--- config.mk ---
export PLATFORM = sky130hd
export DESIGN_NAME = byte_ring_buffer_fifo_top
export DESIGN_NICKNAME = d
export VERILOG_FILES = /design/src/design/brbf_pkg.sv /design/src/design/brbf_ram.sv /design/src/design/brbf_ctrl.sv /design/src/design/brbf_dpath.sv /design/src/design/byte_ring_buffer_fifo_top.sv
export SDC_FILE = /design/constraint.sdc
export NUM_CORES = 1
export LEC_CHECK = 0
export ABC_CLOCK_PERIOD_IN_PS = 6100
export BUFFER_PORTS_ARGS = -buffer_cell sky130_fd_sc_hd__buf_4
export CORE_MARGIN = 10
export CORE_UTILIZATION = 62
export CTS_CLUSTER_DIAMETER = 80
export DETAILED_ROUTE_END_ITERATION = 8
export PLACE_DENSITY = 0.79
export SLEW_MARGIN = 25
export SYNTH_ARGS = -nofsm -noshare
export SYNTH_HDL_FRONTEND = slang
export SYNTH_SLANG_ARGS = --single-unit
--- constraint.sdc ---
create_clock -name clk -period 6.1 [get_ports clk]
set_clock_uncertainty 0.05 [all_clocks]
set_input_delay 1.22 -clock clk [delete_from_list [all_inputs] [get_ports clk]]
set_output_delay 1.22 -clock clk [all_outputs]
set_load 0.02 [all_outputs]
--- src/design/brbf_pkg.sv ---
// Shared types and constants for the byte ring buffer FIFO.
// Used by the controller, the datapath and the top level; no dependencies.
`default_nettype none

package brbf_pkg;

    localparam int DATA_W  = 8;
    localparam int LEN_W   = 7;
    localparam int SIZE_W  = 3;
    localparam int CFG_IDX_W  = 2;
    localparam int CFG_DATA_W = 3;

    localparam logic [SIZE_W-1:0] SIZE_RESET = 3'd6;

    typedef enum logic [1:0] {
        ACT_WRITE = 2'd0,
        ACT_READ  = 2'd1,
        ACT_PEEK  = 2'd2,
        ACT_CLEAR = 2'd3
    } action_t;

    localparam logic [CFG_IDX_W-1:0] CFG_ENABLE = 2'd0;
    localparam logic [CFG_IDX_W-1:0] CFG_SIZE   = 2'd1;

    // controller -> datapath
    typedef struct packed {
        logic accept;   // request transfer in this cycle
        logic load;     // capture one read/peek byte into the response
        logic done;     // response transfer that ends the operation
    } cmd_t;

    // datapath -> controller
    typedef struct packed {
        logic start_read;   // accepted request is a non-empty read or peek
        logic more;         // read/peek bytes remain after the current one
    } status_t;

endpackage

`default_nettype wire

--- src/design/brbf_ram.sv ---
// Generic single-write, single-read RAM with registered read data.
// No dependencies.
`default_nettype none

module brbf_ram #(
    parameter int WIDTH = 8,
    parameter int DEPTH = 64
) (
    input  wire logic                     clk,
    input  wire logic                     we,
    input  wire logic [$clog2(DEPTH)-1:0] waddr,
    input  wire logic [WIDTH-1:0]         wdata,
    input  wire logic [$clog2(DEPTH)-1:0] raddr,
    output logic      [WIDTH-1:0]         rdata
);

    logic [WIDTH-1:0] mem [DEPTH];
    logic [WIDTH-1:0] rdata_reg;

    always_ff @(posedge clk)
    begin
        if (we)
        begin
            mem[waddr] <= wdata;
        end
        rdata_reg <= mem[raddr];
    end

    assign rdata = rdata_reg;

endmodule

`default_nettype wire

--- src/design/brbf_ctrl.sv ---
// Operation sequencer for the byte ring buffer FIFO.
// Depends on brbf_pkg; drives the request stall and response valid.
`default_nettype none

module brbf_ctrl (
    input  wire logic              clk,
    input  wire logic              rst_n,
    input  wire logic              req_valid,
    output logic                   req_stall,
    output logic                   rsp_valid,
    input  wire logic              rsp_stall,
    input  wire brbf_pkg::status_t status,
    output brbf_pkg::cmd_t         cmd
);

    typedef enum logic [3:0] {
        S_IDLE  = 4'b0001,
        S_FETCH = 4'b0010,
        S_LOAD  = 4'b0100,
        S_RESP  = 4'b1000
    } state_t;

    state_t state_reg;
    state_t state_next;

    always_comb
    begin
        state_next = state_reg;
        cmd        = '0;
        req_stall  = 1'b1;
        rsp_valid  = 1'b0;
        unique case (state_reg)
            S_IDLE:
            begin
                req_stall  = 1'b0;
                cmd.accept = req_valid;
                if (req_valid)
                begin
                    state_next = status.start_read ? S_FETCH : S_RESP;
                end
            end
            S_FETCH:
            begin
                state_next = S_LOAD;
            end
            S_LOAD:
            begin
                cmd.load   = 1'b1;
                state_next = S_RESP;
            end
            S_RESP:
            begin
                rsp_valid = 1'b1;
                if (!rsp_stall)
                begin
                    if (status.more)
                    begin
                        state_next = S_LOAD;
                    end
                    else
                    begin
                        cmd.done   = 1'b1;
                        state_next = S_IDLE;
                    end
                end
            end
            default:
            begin
                state_next = S_IDLE;
            end
        endcase
    end

    always_ff @(posedge clk or negedge rst_n)
    begin
        if (!rst_n)
        begin
            state_reg <= S_IDLE;
        end
        else
        begin
            state_reg <= state_next;
        end
    end

endmodule

`default_nettype wire

--- src/design/brbf_dpath.sv ---
// Pointers, run state, configuration and response registers of the FIFO.
// Depends on brbf_pkg; drives the storage RAM ports.
`default_nettype none

module brbf_dpath #(
    parameter int DEPTH = 64
) (
    input  wire logic                             clk,
    input  wire logic                             rst_n,
    input  wire brbf_pkg::cmd_t                   cmd,
    output brbf_pkg::status_t                     status,
    input  wire logic                             cfg_we,
    input  wire logic [brbf_pkg::CFG_IDX_W-1:0]   cfg_index,
    input  wire logic [brbf_pkg::CFG_DATA_W-1:0]  cfg_data,
    input  wire logic [1:0]                       action,
    input  wire logic [brbf_pkg::DATA_W-1:0]      data_byte,
    input  wire logic [brbf_pkg::LEN_W-1:0]       length,
    input  wire logic                             first_of_run,
    output logic                                  ram_we,
    output logic [$clog2(DEPTH)-1:0]              ram_waddr,
    output logic [brbf_pkg::DATA_W-1:0]           ram_wdata,
    output logic [$clog2(DEPTH)-1:0]              ram_raddr,
    input  wire logic [brbf_pkg::DATA_W-1:0]      ram_rdata,
    output logic [brbf_pkg::DATA_W-1:0]           out_byte,
    output logic [brbf_pkg::LEN_W-1:0]            count,
    output logic                                  accepted,
    output logic                                  last
);

    localparam int AW   = $clog2(DEPTH);
    localparam int MAXL = $clog2(DEPTH + 1) - 1;
    localparam int LW   = brbf_pkg::LEN_W;
    localparam int SW   = brbf_pkg::SIZE_W;

    logic [AW-1:0]  head_reg, head_next;
    logic [AW-1:0]  tail_reg, tail_next;
    logic           refused_reg, refused_next;
    logic [LW-1:0]  written_reg, written_next;
    logic           enable_reg, enable_next;
    logic [SW-1:0]  size_reg, size_next;
    logic           multi_reg, multi_next;
    logic           pop_reg, pop_next;

    logic [AW-1:0]  rd_ptr_reg;
    logic [LW-1:0]  n_reg;
    logic [LW-1:0]  k_reg;
    logic [brbf_pkg::DATA_W-1:0] byte_reg;
    logic [LW-1:0]  count_reg;
    logic           accepted_reg;
    logic           last_reg;

    brbf_pkg::action_t act;
    logic [SW-1:0]  lvl;
    logic [AW:0]    one_sh;
    logic [AW-1:0]  mask;
    logic [AW-1:0]  free_sp;
    logic [AW-1:0]  used_sp;
    logic [LW-1:0]  n_calc;
    logic           rd_empty;
    logic           run_refused;
    logic [LW-1:0]  run_base;
    logic           store;
    logic [LW-1:0]  run_count;
    logic [LW-1:0]  k_inc;

    assign act = brbf_pkg::action_t'(action);

    always_comb
    begin
        lvl = (size_reg == '0) ? SW'(1) : size_reg;
        if (lvl > SW'(MAXL))
        begin
            lvl = SW'(MAXL);
        end
        one_sh = ({{AW{1'b0}}, 1'b1} << lvl) - {{AW{1'b0}}, 1'b1};
        mask   = one_sh[AW-1:0];
    end

    assign free_sp = (tail_reg - head_reg - AW'(1)) & mask;
    assign used_sp = mask - free_sp;
    assign n_calc  = (LW'(used_sp) < length) ? LW'(used_sp) : length;
    assign rd_empty = !enable_reg || (n_calc == '0);

    assign run_refused = first_of_run ? (!enable_reg || (LW'(free_sp) < length)) : refused_reg;
    assign run_base    = first_of_run ? '0 : written_reg;
    assign store       = enable_reg && !run_refused && (run_base < length) && (free_sp != '0);
    assign run_count   = run_base + LW'(store);

    assign k_inc = k_reg + LW'(1);

    assign status.start_read = ((act == brbf_pkg::ACT_READ) || (act == brbf_pkg::ACT_PEEK))
                               && !rd_empty;
    assign status.more       = multi_reg && (k_reg != n_reg);

    assign ram_we    = cmd.accept && (act == brbf_pkg::ACT_WRITE) && store;
    assign ram_waddr = head_reg;
    assign ram_wdata = data_byte;
    assign ram_raddr = rd_ptr_reg;

    always_comb
    begin
        head_next    = head_reg;
        tail_next    = tail_reg;
        refused_next = refused_reg;
        written_next = written_reg;
        enable_next  = enable_reg;
        size_next    = size_reg;
        multi_next   = multi_reg;
        pop_next     = pop_reg;
        if (cfg_we)
        begin
            unique case (cfg_index)
                brbf_pkg::CFG_ENABLE:
                begin
                    enable_next  = cfg_data[0];
                    head_next    = '0;
                    tail_next    = '0;
                    refused_next = 1'b0;
                    written_next = '0;
                end
                brbf_pkg::CFG_SIZE:
                begin
                    size_next    = cfg_data;
                    head_next    = '0;
                    tail_next    = '0;
                    refused_next = 1'b0;
                    written_next = '0;
                end
                default:
                begin
                end
            endcase
        end
        else if (cmd.accept)
        begin
            multi_next = 1'b0;
            case (act)
                brbf_pkg::ACT_WRITE:
                begin
                    refused_next = run_refused;
                    written_next = run_count;
                    if (store)
                    begin
                        head_next = (head_reg + AW'(1)) & mask;
                    end
                end
                brbf_pkg::ACT_CLEAR:
                begin
                    head_next = '0;
                    tail_next = '0;
                end
                default:
                begin
                    multi_next = !rd_empty;
                    pop_next   = (act == brbf_pkg::ACT_READ);
                end
            endcase
        end
        else if (cmd.done)
        begin
            if (multi_reg && pop_reg)
            begin
                tail_next = rd_ptr_reg;
            end
            multi_next = 1'b0;
        end
    end

    always_ff @(posedge clk or negedge rst_n)
    begin
        if (!rst_n)
        begin
            head_reg    <= '0;
            tail_reg    <= '0;
            refused_reg <= 1'b0;
            written_reg <= '0;
            enable_reg  <= 1'b0;
            size_reg    <= brbf_pkg::SIZE_RESET;
            multi_reg   <= 1'b0;
            pop_reg     <= 1'b0;
        end
        else
        begin
            head_reg    <= head_next;
            tail_reg    <= tail_next;
            refused_reg <= refused_next;
            written_reg <= written_next;
            enable_reg  <= enable_next;
            size_reg    <= size_next;
            multi_reg   <= multi_next;
            pop_reg     <= pop_next;
        end
    end

    // response payload and read walk
    always_ff @(posedge clk)
    begin
        if (cmd.accept)
        begin
            byte_reg     <= '0;
            count_reg    <= '0;
            accepted_reg <= 1'b0;
            last_reg     <= 1'b1;
            rd_ptr_reg   <= tail_reg;
            n_reg        <= n_calc;
            k_reg        <= '0;
            if (act == brbf_pkg::ACT_WRITE)
            begin
                count_reg    <= run_count;
                accepted_reg <= store;
            end
        end
        else if (cmd.load)
        begin
            byte_reg     <= ram_rdata;
            count_reg    <= k_inc;
            accepted_reg <= 1'b1;
            last_reg     <= (k_inc == n_reg);
            k_reg        <= k_inc;
            rd_ptr_reg   <= (rd_ptr_reg + AW'(1)) & mask;
        end
    end

    assign out_byte = byte_reg;
    assign count    = count_reg;
    assign accepted = accepted_reg;
    assign last     = last_reg;

endmodule

`default_nettype wire

--- src/design/byte_ring_buffer_fifo_top.sv ---
// Top level of the byte ring buffer FIFO.
// Depends on brbf_pkg, brbf_ram, brbf_ctrl and brbf_dpath.
//
// Request channel (req_valid/req_stall): action, data_byte, length,
// first_of_run. Response channel (rsp_valid/rsp_stall): out_byte, count,
// accepted, last. A transfer happens when valid is high and stall is low.
// Configuration channel (cfg_valid/cfg_ready): cfg_index 0 enable,
// 1 size_log2; a write to either clears the pointers and run state.
// cfg_ready is always high; write it only while no operation is in flight.
//
// Write, clear and empty read/peek: one response, valid the cycle after
// the request transfer. Non-empty read/peek of n bytes: the first byte is
// valid after the controller passes through its fetch and load states,
// then each further byte after another load state while the receiver
// keeps up; the registered read port of the storage RAM sets this pace.
// A new request is taken in the cycle after the last response transfers.
// While rsp_stall is high the response holds and req_stall stays high.
// Reset: pointers and run state zero, disabled, size_log2 6, no response
// pending. Storage is not cleared; nothing unwritten is ever read.
`default_nettype none

module byte_ring_buffer_fifo_top #(
    parameter int DEPTH = 64
) (
    input  wire logic                            clk,
    input  wire logic                            rst_n,
    input  wire logic                            cfg_valid,
    output logic                                 cfg_ready,
    input  wire logic [brbf_pkg::CFG_IDX_W-1:0]  cfg_index,
    input  wire logic [brbf_pkg::CFG_DATA_W-1:0] cfg_data,
    input  wire logic                            req_valid,
    output logic                                 req_stall,
    input  wire logic [1:0]                      action,
    input  wire logic [brbf_pkg::DATA_W-1:0]     data_byte,
    input  wire logic [brbf_pkg::LEN_W-1:0]      length,
    input  wire logic                            first_of_run,
    output logic                                 rsp_valid,
    input  wire logic                            rsp_stall,
    output logic [brbf_pkg::DATA_W-1:0]          out_byte,
    output logic [brbf_pkg::LEN_W-1:0]           count,
    output logic                                 accepted,
    output logic                                 last
);

    localparam int AW = $clog2(DEPTH);

    brbf_pkg::cmd_t    cmd;
    brbf_pkg::status_t status;

    logic                         ram_we;
    logic [AW-1:0]                ram_waddr;
    logic [brbf_pkg::DATA_W-1:0]  ram_wdata;
    logic [AW-1:0]                ram_raddr;
    logic [brbf_pkg::DATA_W-1:0]  ram_rdata;

    assign cfg_ready = 1'b1;

    brbf_ram #(
        .WIDTH (brbf_pkg::DATA_W),
        .DEPTH (DEPTH)
    ) u_ram (
        .clk   (clk),
        .we    (ram_we),
        .waddr (ram_waddr),
        .wdata (ram_wdata),
        .raddr (ram_raddr),
        .rdata (ram_rdata)
    );

    brbf_ctrl u_ctrl (
        .clk       (clk),
        .rst_n     (rst_n),
        .req_valid (req_valid),
        .req_stall (req_stall),
        .rsp_valid (rsp_valid),
        .rsp_stall (rsp_stall),
        .status    (status),
        .cmd       (cmd)
    );

    brbf_dpath #(
        .DEPTH (DEPTH)
    ) u_dpath (
        .clk          (clk),
        .rst_n        (rst_n),
        .cmd          (cmd),
        .status       (status),
        .cfg_we       (cfg_valid && cfg_ready),
        .cfg_index    (cfg_index),
        .cfg_data     (cfg_data),
        .action       (action),
        .data_byte    (data_byte),
        .length       (length),
        .first_of_run (first_of_run),
        .ram_we       (ram_we),
        .ram_waddr    (ram_waddr),
        .ram_wdata    (ram_wdata),
        .ram_raddr    (ram_raddr),
        .ram_rdata    (ram_rdata),
        .out_byte     (out_byte),
        .count        (count),
        .accepted     (accepted),
        .last         (last)
    );

endmodule

`default_nettype wire

## Word level (Yosys, flattened, before mapping)

Memories as Yosys holds them, arrays and structs flattened. A register that Yosys moved wholly into a read port is not among the register bits.
Cells that the tools add are included.

| word-level totals | value |
|---|---|
| memory bits (writable) | 512 |
| bits in registers | 67 |
| word-level logic and storage cells | 134 |
| output and inout bits | 20 |
| memories | 1 |

Memories:

| name | depth | bits a word | read ports | clocked after Yosys merged registers in | wr ports | line | text |
|---|---|---|---|---|---|---|---|
| u_ram.mem | 64 | 8 | 1 | 1 | 1 | brbf_ram.sv:17 | `logic [WIDTH-1:0] mem [DEPTH];` |

| cells by class | value |
|---|---|
| bitwise gates (word level) | 5 |
| equal/unequal tests | 15 |
| $lt $le $gt $ge | 4 |
| reduce and logical (&&, ||, !) cells | 36 |
| mux-type cells | 48 |
| shifts and indexed selects | 1 |
| add/sub/neg operators | 8 |

Operators by type and width:

| cell | count |
|---|---|
| 2-to-1 mux 6 bit | 11 |
| 2-to-1 mux 7 bit | 9 |
| 2-to-1 mux 1 bit | 20 |
| bitwise AND 6 bit | 3 |
| one-hot mux 4 bit (4 select lines) | 1 |
| less-than comparator 6 x 7 -> 1 bit | 2 |
| adder 6 x 1 -> 6 bit (second input constant) | 2 |
| 2-to-1 mux 4 bit | 3 |
| one-hot mux 6 bit (2 select lines) | 1 |
| subtractor 6 x 1 -> 6 bit (second input constant) | 2 |
| subtractor 6 bit | 2 |
| 2-to-1 mux 3 bit | 3 |
| nonzero test 3 bit | 3 |
| logical AND 1 bit | 8 |
| AND reduction 2 bit | 4 |
| AND reduction 4 bit | 2 |
| nonzero test 2 bit | 4 |
| adder 7 x 1 -> 7 bit | 1 |
| adder 7 x 1 -> 7 bit (second input constant) | 1 |
| equality test 7 bit | 1 |
| logical NOT 7 bit | 1 |
| less-than comparator 7 bit | 1 |
| != test 7 bit | 1 |
| != test 2 bit (second input constant) | 3 |
| 18 further kinds | 28 |

## Logic depth before layout (Yosys ltp)

| logic depth | value |
|---|---|
| depth in word-level cells | 18 |
| depth in mapped cells | 21 |
| depth with buffers taken out | 20 |

## By module

From an unflattened synthesis, not the netlist that was laid out.

| unflattened totals | value |
|---|---|
| cells, all modules | 1,435 |
| area total of the unflattened synthesis | 24,621.1 um2 |

Modules (own cells, without submodules):

| module | sequential area each (um2) | cells an instance | area each (um2) | times used |
|---|---|---|---|---|
| brbf_ram | 15,534.9 | 940 | 20,166.8 | 1 |
| brbf_dpath | 1,604.0 | 465 | 4,186.5 | 1 |
| brbf_ctrl | 101.3 | 28 | 256.5 | 1 |
| byte_ring_buffer_fifo_top | 0.0 | 2 | 11.3 | 1 |

## Worst setup path after synthesis

OpenSTA, ideal clock, no wires.

| path | value |
|---|---|
| path kind | reg2reg |
| start point | register u_dpath.head_reg[3] (netlist: u_dpath.ram_waddr[3]) |
| end point | memory u_ram.mem[11][0] (enable) |
| slack | 1.694 ns |
| setup time | 0.370 ns |
| clock period less this slack | 4.406 ns |
| data required time | 5.680 ns |
| stages on the path, launching flop included | 17 |
| arrival | 3.986 ns |
| path buffers | 1 |
| cells stage by stage | dfrtp_1 -> clkbuf_1 -> inv_1 -> ha_1 -> a21o_1 -> a21oi_1 -> a211o_1 -> and2_1 -> inv_1 -> ha_1 -> nand4b_1 -> o221ai_1 -> a21oi_1 -> or3_4 -> a2111oi_2 -> nand3_1 -> nor2_1 |

| on the way | value |
|---|---|
| longest elaborated chain between the ends | 13 |

Ends and longest elaborated chain:

| what | line | text |
|---|---|---|
| start, declared | brbf_dpath.sv:35 | `logic [AW-1:0] head_reg, head_next;` |
| start signal, assigned | brbf_dpath.sv:184 | `head_reg <= head_next;` |
| subtractor 6 bit | brbf_dpath.sv:79 | `assign free_sp = (tail_reg - head_reg - AW'(1)) & mask;` |
| subtractor 6 x 1 -> 6 bit | brbf_dpath.sv:79 |  |
| bitwise AND 6 bit | brbf_dpath.sv:79 |  |
| less-than comparator 6 x 7 -> 1 bit | brbf_dpath.sv:84 | `assign run_refused = first_of_run ? (!enable_reg \|\| (LW'(free_sp) < length)) : refused_reg;` |
| logical OR 1 bit | brbf_dpath.sv:84 |  |
| 2-to-1 mux 1 bit | brbf_dpath.sv:84 |  |
| logical NOT 1 bit | brbf_dpath.sv:86 | `assign store = enable_reg && !run_refused && (run_base < length) && (free_sp != '0);` |
| logical AND 1 bit (3 in a row) | brbf_dpath.sv:86 |  |
| logical AND 1 bit | brbf_dpath.sv:95 | `assign ram_we = cmd.accept && (act == brbf_pkg::ACT_WRITE) && store;` |
| 2-to-1 mux 1 bit | brbf_ram.sv:22 | `if (we)` |
| 2-to-1 mux 1 bit (implied by the code) | brbf_ram.sv:24 | `mem[waddr] <= wdata;` |
| end, declared | brbf_ram.sv:17 |  |

Parallel ways exist; a longest one is shown, timed or not.

## Worst setup path in the final report

| path | value |
|---|---|
| start point | register u_dpath.head_reg[3] (netlist: u_dpath.ram_waddr[3]) |
| end point | memory u_ram.mem[40][4] (enable) |

The elaborated chain is that of the path after synthesis.

==> results.sh <==
export IMPL_ys_seq_elements=587
export IMPL_finalSetupViolCount=0
export IMPL_drtAntennaViolNets=0
export IMPL_first_iter_violations=1914
export IMPL_avgRoutedWirePerCell_um=28.0
export IMPL_slew_headroom=0.322
export IMPL_overflow=0
export IMPL_critical_path_max_stage_delay_ps=760
export IMPL_worstMarginPinSlew_ps=1020
export IMPL_avgViaCountPerCell=6.78
export IMPL_r2r_end="u_ram.mem[40][4]$_DFFE_PP_"
export IMPL_drv_slew=0
export IMPL_reg2reg_from="u_dpath.ram_waddr[3]$_DFFE_PN0P_"
export IMPL_synthArstFlopShare=0.0511
export IMPL_r2r_setup_slack_ps=570
export IMPL_grt_pass1_wl_um=89800
export IMPL_io_pins=48
export IMPL_hold_path_end="u_dpath.out_byte[7]$_SDFFE_PP0P_"
export IMPL_rsz0062_at_grt="false"
export IMPL_grt_pass1_vias=14200
export IMPL_cts_max_level=2
export IMPL_dr_pass1_iters=6
export IMPL_ff2ff_path_depth=15
export IMPL_clk_latency_ps=630
export IMPL_cp_start_kind="flop"
export IMPL_cts_buffers=55
export IMPL_syn_inst=1514
export IMPL_cts_setup_buffers=0
export IMPL_antenna_cells=0
export IMPL_vias=14400
export IMPL_drive_above_1_share=0.149
export IMPL_p_leak_nw=9.20
export IMPL_start_util=0.627
export IMPL_clk_path_buf_depth=3
export IMPL_hold_path_depth=2
export IMPL_syn_to_final_growth_pct=11.9
export IMPL_synth_edf_count=533
export IMPL_cts_resized=0
export IMPL_drc=0
export IMPL_criticalPathCategory="reg -> reg"
export IMPL_grt_usage=0.251
export IMPL_cts_hold_buffers=0
export IMPL_hp_class="reg -> reg"
export IMPL_crit_slowest_cell="nor2_1"
export IMPL_grt_max_degree=141
export IMPL_syn_avg_cell_area_um2=16.0
export IMPL_drv_cap=0
export IMPL_synth_cell_types=60
export IMPL_nets=1624
export IMPL_dp_cells=2024
export IMPL_max_freq_ghz=0.181
export IMPL_critical_path_endpoint_type="flop"
export IMPL_synth_top_flop_cell="edfxtp_1"
export IMPL_gp_congestion=0.921
export IMPL_worst_ep_arrival_time_ps=5730
export IMPL_critical_path_buf_inv_count=2
export IMPL_port_buffers=46
export IMPL_vdd_ir_drop_max_uv=235
export IMPL_clk_pin_slew_ps=70
export IMPL_die_x_um=218
export IMPL_cp_data_required_time_ps=6300
export IMPL_fin_setup_tns_ps=0
export IMPL_cts_tree="yes"
export IMPL_num_rows=72
export IMPL_seq_area_frac_synth=0.710
export IMPL_status="complete, no violations"
export IMPL_hold_start="u_ram.rdata[7]$_DFF_P_"
export IMPL_dp_final_hpwl_um=35300
export IMPL_layout_commonest_cell="edfxtp_1"
export IMPL_layoutNonFillerInstCount=2125
export IMPL_layout_common_cells="edfxtp_1, mux2i_1, nor2_1"
export IMPL_die_area_um2=47500
export IMPL_yosysWarningCount=0
export IMPL_cts_sinks=587
export IMPL_core_um2=38700
export IMPL_cp_max_fo=9
export IMPL_totalWireLength_um=59600
export IMPL_largest_reg_flops=512
export IMPL_finalHoldViolCount=0
export IMPL_period_minus_slack_ps=5530
export IMPL_synth_cell_area_um2=24300
export IMPL_crit_family="simple AND/OR/NAND/NOR gates"
export IMPL_fill_cells=2459
export IMPL_die_h_um=218
export IMPL_cellPowerDensity_nw_per_um2=388
export IMPL_min_period_over_period=0.906
export IMPL_worstPathCellList="inv_1 -> ha_1 -> a21o_1 -> a21oi_1 -> a211o_1 -> and2_1 -> inv_1 -> ha_1 -> nand4b_1 -> o221ai_1 -> a21oi_1 -> or3_4 -> a2111oi_2 -> nand2_1 -> nor2_1"
export IMPL_antenna_found_initial=0
export IMPL_cts_root_buffer="clkbuf_16"
[layout make-up]
type | count | area [um2] | share of cell area
sequential | 587 | 17200 | 0.634
clock buffer | 57 | 1410 | 0.0517
multi-input combinational | 822 | 6630 | 0.244
clock inverter | 43 | 598 | 0.0220
inverter | 28 | 105 | 0.00387
timing repair buffer | 70 | 558 | 0.0205
tap | 518 | 648 | 0.0238
[worst reg2reg max path, stage by stage (launching register included)]
cell       delay [ps]
dfrtp_1           510
inv_1             160
ha_1              370
a21o_1            170
a21oi_1           320
a211o_1           200
and2_1            210
inv_1              70
ha_1              280
nand4b_1          120
o221ai_1          190
a21oi_1            90
or3_4             420
a2111oi_2         630
nand2_1           610
nor2_1            760
[routing by layer]
metal,share of wire,vias up,GRT usage
met2,0.48,994,0.400
li1,-,6111,-
met4,0.037,0,0.0947
met3,0.10,151,0.0447
met5,0,-,0
met1,0.39,7146,0.342
[stage by stage]
stage          total power (W)  hold slack [ps]  setup slack [ps]  area [um2]  utilization
2_1_floorplan          0.00612              367              1690       24300            -
3_3_place_gp           0.00676              381               953       25200        0.649
3_5_place_dp           0.00679              381               789       25200        0.649
4_1_cts                 0.0105              385               667       27200        0.701
5_1_grt                 0.0109              403               300       27200        0.702
6_report                0.0106              380               572       27200        0.702
[Yosys cell counts, types with 3 or more instances]
| library cell | count | area (um2) |
|---|---|---|
| o41ai_1 | 3 | 26.3 |
| nand2b_1 | 3 | 18.8 |
| o21ai_1 | 5 | 25.0 |
| inv_1 | 24 | 90.1 |
| mux2_2 | 6 | 67.6 |
| nand3b_1 | 5 | 37.5 |
| mux2i_1 | 128 | 1280 |
| a21o_1 | 4 | 30.0 |
| buf_1 | 8 | 30.0 |
| dfstp_2 | 3 | 78.8 |
| xnor2_1 | 19 | 166 |
| nor3b_1 | 3 | 22.5 |
| nand4_1 | 10 | 62.6 |
| buf_2 | 23 | 115 |
| and3_1 | 4 | 25.0 |
| nor2b_1 | 11 | 68.8 |
| clkinv_1 | 4 | 15.0 |
| nand3_1 | 56 | 280 |
| o22ai_1 | 25 | 156 |
| mux4_2 | 64 | 1440 |
| a22o_1 | 7 | 61.3 |
| or3_1 | 7 | 43.8 |
| ha_1 | 31 | 388 |
| edfxtp_1 | 533 | 16000 |
| o21ai_0 | 47 | 235 |
| dfrtp_1 | 27 | 676 |
| nand4b_1 | 4 | 35.0 |
| nand2_1 | 66 | 248 |
| o31ai_1 | 9 | 67.6 |
| xor2_1 | 13 | 114 |
| nor2_1 | 104 | 390 |
| nor3_1 | 17 | 85.1 |
| nor4_1 | 3 | 18.8 |
| o221ai_1 | 72 | 631 |
| clkbuf_1 | 47 | 176 |
| dfxtp_1 | 24 | 480 |
| a21oi_1 | 62 | 310 |
[worst max-delay path by stage]
stage / start / endpoint / slack (ps) / cells after the start
after floorplan: u_dpath.ram_waddr[3]$_DFFE_PN0P_ / u_ram.mem[11][0]$_DFFE_PP_ / 1690 / 16
after global placement: u_dpath.ram_waddr[3]$_DFFE_PN0P_ / u_ram.mem[42][1]$_DFFE_PP_ / 950 / 15
after detailed placement: u_dpath.ram_waddr[3]$_DFFE_PN0P_ / u_ram.mem[32][4]$_DFFE_PP_ / 790 / 15
after CTS: u_dpath.ram_waddr[3]$_DFFE_PN0P_ / u_ram.mem[32][1]$_DFFE_PP_ / 670 / 15
after global routing: u_dpath.ram_waddr[3]$_DFFE_PN0P_ / u_ram.mem[50][4]$_DFFE_PP_ / 300 / 15
final: u_dpath.ram_waddr[3]$_DFFE_PN0P_ / u_ram.mem[40][4]$_DFFE_PP_ / 570 / 15
[logic make-up (layout without fill, tap and decap cells)]
family | count (synthesis) | count (layout) | synth area share
buffers and inverters | 107 | 198 | 0.0179
AND/OR/NAND/NOR | 302 | 302 | 0.0578
other | 2 | 4 | 0.000309
XOR/XNOR | 32 | 32 | 0.0115
AO/OA/AOI/OAI | 254 | 254 | 0.0710
flip-flops | 587 | 587 | 0.710
multiplexers | 198 | 198 | 0.115
adder cells (fa/ha/maj) | 32 | 32 | 0.0168
[power breakdown]
part           leakage (nW)  switching [W]  internal [W]
clock                 0.959        0.00153       0.00224
sequential             5.40       0.000109       0.00451
combinational          2.84        0.00137      0.000805
Note: power is estimated with default switching activity, not from simulation.
